==> src/hw/rtl/rau_pkg.sv <==
`default_nettype none

package rau_pkg;

    // Operation codes carried in the func field.
    localparam logic [2:0] FUNC_ADD = 3'd0;
    localparam logic [2:0] FUNC_SUB = 3'd1;
    localparam logic [2:0] FUNC_MUL = 3'd2;
    localparam logic [2:0] FUNC_DIV = 3'd3;
    localparam logic [2:0] FUNC_CMP = 3'd4;

    // Datapath widths.
    localparam int WORD_W  = 64;
    localparam int DEN_W   = 62;
    localparam int COUNT_W = 7;

    // Input item layout, lowest bit first.
    localparam int FUNC_LSB = 0;
    localparam int AN_LSB   = 3;
    localparam int AD_LSB   = 35;
    localparam int BN_LSB   = 66;
    localparam int BD_LSB   = 98;
    localparam int S_DATA_W = 136;

    // Result item layout, lowest bit first.
    localparam int RN_LSB   = 0;
    localparam int RD_LSB   = 64;
    localparam int LT_BIT   = 126;
    localparam int EQ_BIT   = 127;
    localparam int GT_BIT   = 128;
    localparam int ERR_BIT  = 129;
    localparam int M_DATA_W = 136;

endpackage

`default_nettype wire

==> src/hw/rtl/rau_div.sv <==
`default_nettype none

// Restoring unsigned divider, one quotient bit per cycle.
module rau_div (
    input  wire logic                        aclk,
    input  wire logic                        aresetn,
    input  wire logic                        start,
    input  wire logic [rau_pkg::WORD_W-1:0]  dividend,
    input  wire logic [rau_pkg::WORD_W-1:0]  divisor,
    output logic                             done,
    output logic [rau_pkg::WORD_W-1:0]       quotient
);

    logic [rau_pkg::WORD_W:0]    rem_reg, rem_next;
    logic [rau_pkg::WORD_W-1:0]  quo_reg, quo_next;
    logic [rau_pkg::WORD_W-1:0]  dvs_reg, dvs_next;
    logic [rau_pkg::COUNT_W-1:0] cnt_reg, cnt_next;
    logic                        busy_reg, busy_next;
    logic                        done_reg, done_next;
    logic [rau_pkg::WORD_W:0]    shifted;

    // One shift and trial subtract per cycle.
    always_comb begin
        shifted   = {rem_reg[rau_pkg::WORD_W-1:0], quo_reg[rau_pkg::WORD_W-1]};
        rem_next  = rem_reg;
        quo_next  = quo_reg;
        dvs_next  = dvs_reg;
        cnt_next  = cnt_reg;
        busy_next = busy_reg;
        done_next = 1'b0;
        if (start) begin
            rem_next  = '0;
            quo_next  = dividend;
            dvs_next  = divisor;
            cnt_next  = '0;
            busy_next = 1'b1;
        end else if (busy_reg) begin
            quo_next = {quo_reg[rau_pkg::WORD_W-2:0], 1'b0};
            if (shifted >= {1'b0, dvs_reg}) begin
                rem_next    = shifted - {1'b0, dvs_reg};
                quo_next[0] = 1'b1;
            end else begin
                rem_next = shifted;
            end
            cnt_next = cnt_reg + 1'b1;
            if (cnt_reg == rau_pkg::COUNT_W'(rau_pkg::WORD_W - 1)) begin
                busy_next = 1'b0;
                done_next = 1'b1;
            end
        end
    end

    always_ff @(posedge aclk) begin
        if (!aresetn) begin
            busy_reg <= 1'b0;
            done_reg <= 1'b0;
        end else begin
            busy_reg <= busy_next;
            done_reg <= done_next;
        end
        rem_reg <= rem_next;
        quo_reg <= quo_next;
        dvs_reg <= dvs_next;
        cnt_reg <= cnt_next;
    end

    assign done     = done_reg;
    assign quotient = quo_reg;

    // A finished division always follows a busy cycle.
    a_done_after_busy: assert property (@(posedge aclk) disable iff (!aresetn)
        done_reg |-> $past(busy_reg)) else $error("divider done without busy");

endmodule

`default_nettype wire

==> config.mk <==
export PLATFORM = sky130hd
export DESIGN_NAME = rau_div
export DESIGN_NICKNAME = d
export VERILOG_FILES = /design/src/hw/rtl/rau_pkg.sv /design/src/hw/rtl/rau_div.sv
export SDC_FILE = /design/constraint.sdc
export NUM_CORES = 1
export LEC_CHECK = 0
export ABC_CLOCK_PERIOD_IN_PS = 4870
export BUFFER_PORTS_ARGS = -buffer_cell sky130_fd_sc_hd__buf_2
export CAP_MARGIN = 20
export CORE_AREA = 2 2 169 171
export DETAILED_ROUTE_END_ITERATION = 10
export DIE_AREA = 0 0 171 173
export SYNTH_ARGS = -nofsm -noshare
export SYNTH_HDL_FRONTEND = slang
export SYNTH_SLANG_ARGS = --single-unit
==> constraint.sdc <==
create_clock -name aclk -period 4.87 [get_ports aclk]
set_input_delay 0.487 -clock aclk [delete_from_list [all_inputs] [get_ports aclk]]
set_output_delay 0.487 -clock aclk [all_outputs]
set_load 0.1 [all_outputs]
==> flow_summary.yaml <==
sta:
  max_freq_ghz: 0.248
  fin_crit_sh: 0.828
  rsz0062_at_grt: "false"
  final.setup.tns_ns: 0
  finalHoldViolations: 0
  final.setup.worst_slack_ns: 0.837
  period_needed_ns: 4.03
  skew_ns: 0.0308
  worstMarginPinSlew_ns: 0.980
  slew_viol_final: 0
  slew_headroom: 0.346
  setup_viol: 0
logic_synthesis:
  yosys.area_share.simple: 0.139
  syn_area_sq_um: 12300
  synth-xor-area-share: 0.0406
  synthFlopType: "edfxtp_1"
  synthAdderAreaFrac: 0.0678
  synth_compound_area_frac: 0.204
  ys_ff_latch: 201
  synthArstFlopShare: 0
  synth_top_family_by_area: "compound AO/OA/AOI/OAI gates"
  syn_avg_cell_area_sq_um: 9.55
  synth_edf_count: 128
  synth_nets: 1484
  muxShareOfSynthArea: 0.0603
  seq_area_frac_synth: 0.432
  syn_inst: 1287
  yosysWarnings: 0
  ys_types: 75
grt:
  grt_max_degree: 138
  grt_pass1_vias: 10500
  track_usage: 0.234
  grt_first_pass_wirelength_um: 55900
  overflow: 0
  antenna_found_initial: 0
floorplan:
  core_area_sq_um: 27600
  fp-row-count: 61
  die_h_um: 173
  die_x_um: 171
  start_util: 0.445
  dieArea_sq_um: 29600
  ios: 196
detailed_routing:
  routed_wl_um: 35100
  drtPass1Iterations: 5
  ant_nets: 0
  post_drt_via_cell_ratio: 5.74
  drc: 0
  avgRoutedWirePerCell_um: 19.2
  dr.first_iter.drc_count: 622
  num_vias: 10500
cells_and_area:
  register_area_sq_um: 5310
  nets: 1633
  drive_gt1_frac: 0.229
  utilization: 0.519
  final_cell_mix: "buf_2 (194), edfxtp_1 (128), nor2_1 (94)"
  multiInputGateArea_sq_um: 6310
  num_antenna_cells: 0
  fillers: 2605
  final_cells: 1832
  final_common_cell: "buf_2"
  area_growth_pct: 16.8
worst_setup_path:
  startpoint_type: "register"
  worstPathCellList: "inv_1 > ha_1 > nand2_1 > o21ai_0 > inv_1 > a2111o_1 > a21oi_2 > o211ai_2 > a2111oi_4 > o21a_4 > nor2_4 > o311ai_0"
  crit_slowest_cell: "o21a_4"
  path_delay_family: "compound AO/OA/AOI/OAI gates"
  worstPathRequired_ns: 5.29
  critPathMaxFanout: 49
  max_stage_delay_ns: 0.60
  crit_top_cell: "inv_1"
  worstPathArrival_ns: 4.45
  path_buf_inv: 2
  endpoint_kind: "register"
  path_class: "register to register"
clock_network:
  htree_levels: 1
  clkTransAtPathRegs_ns: 0.07
  clock-sinks: 201
  cts_setup_buffers: 0
  cts_buffers: 24
  cts_tree: "done"
  clock_latency_ns: 0.56
  root_buffer: "clkbuf_16"
  cts_buffer_depth: 3
  postCtsResizedCells: 0
  hold_buffers: 0
place:
  io_buffers: 195
  dp_cells: 1788
  globalplace.congestion: 0.917
  dp.final_hpwl_um: 24900
  dp_slack_ns: 0.859
power_and_ir_drop:
  power_density_nw_per_um2: 399
  p_leak_nw: 5.94
  p_total_mw: 5.72
  max-vdd-ir-drop_v: 0.000327
flow_run:
  max_cap_violations: 0
hold_path:
  hp-class: "input port to register"
run_status:
  status: "finished, final reports clean"
## metal layers
metal | part of all wire | global-route usage | wire length (um)
met5 | 0 | 0 | 0
met4 | 0.020 | 0.0501 | 694
met3 | 0.072 | 0.0517 | 2520
met2 | 0.47 | 0.390 | 16400
met1 | 0.44 | 0.312 | 15500
## cell type report
| cell class | instances | share of cell area |
|---|---|---|
| multi-input combinational | 913 | 0.440 |
| sequential | 201 | 0.370 |
| timing repair buffer | 206 | 0.0751 |
| clock buffer | 31 | 0.0465 |
| tap | 378 | 0.0330 |
| inverter | 90 | 0.0235 |
| clock inverter | 13 | 0.0126 |
## power by group
| part | total (mW) | switching [mW] | internal, mW |
|---|---|---|---|
| sequential | 2.09 | 0.0969 | 1.99 |
| clock | 1.94 | 0.759 | 1.18 |
| combinational | 1.69 | 1.18 | 0.511 |
| total | 5.72 | 2.04 | 3.68 |
## worst paths after layout
check             slack [ns]  cells after the start          end   startpoint
setup / recovery        0.84                     12  rem_reg[28]   dvs_reg[8]
hold / removal          0.10                      1  dvs_reg[36]  divisor[36]
setup reg to reg        0.84                     12  rem_reg[28]   dvs_reg[8]
hold reg to reg         0.47                      1         done   cnt_reg[6]
## cells by family after synthesis
logic type	after synthesis
and+or+nand+nor	355
AOI/OAI and AO/OA	369
muxes	66
xor gates and xnor gates	57
adders and majority gates	66
buffers and inverters	173
DFF	201
## synthesized netlist by cell type, types with 9 or more instances
cell,n,area share
a211oi_1,10,0.0061
dfxtp_1,73,0.12
o31ai_1,9,0.0055
o21a_1,14,0.0086
nor3_1,24,0.0098
buf_1,9,0.0027
mux2_2,64,0.059
nor2_1,94,0.029
and3_1,12,0.0061
nand3_1,56,0.023
ha_1,65,0.066
xnor2_1,40,0.029
edfxtp_1,128,0.31
a21o_1,29,0.018
nand2_1,82,0.025
nand4_1,33,0.017
a311oi_1,38,0.027
or3_1,11,0.0056
o21bai_1,18,0.011
a31oi_1,16,0.0081
a21oi_1,86,0.035
clkbuf_1,62,0.019
o21ai_0,79,0.032
xor2_1,17,0.012
inv_1,89,0.027
## metrics by stage
stage          area [sq um]  hold slack, ns
2_1_floorplan         12300           0.423
3_3_place_gp          13500           0.446
3_5_place_dp          13500           0.451
4_1_cts               14300          0.0810
5_1_grt               14300          0.0943
6_report              14300           0.102
Note: power is estimated with default switching activity, not from simulation.
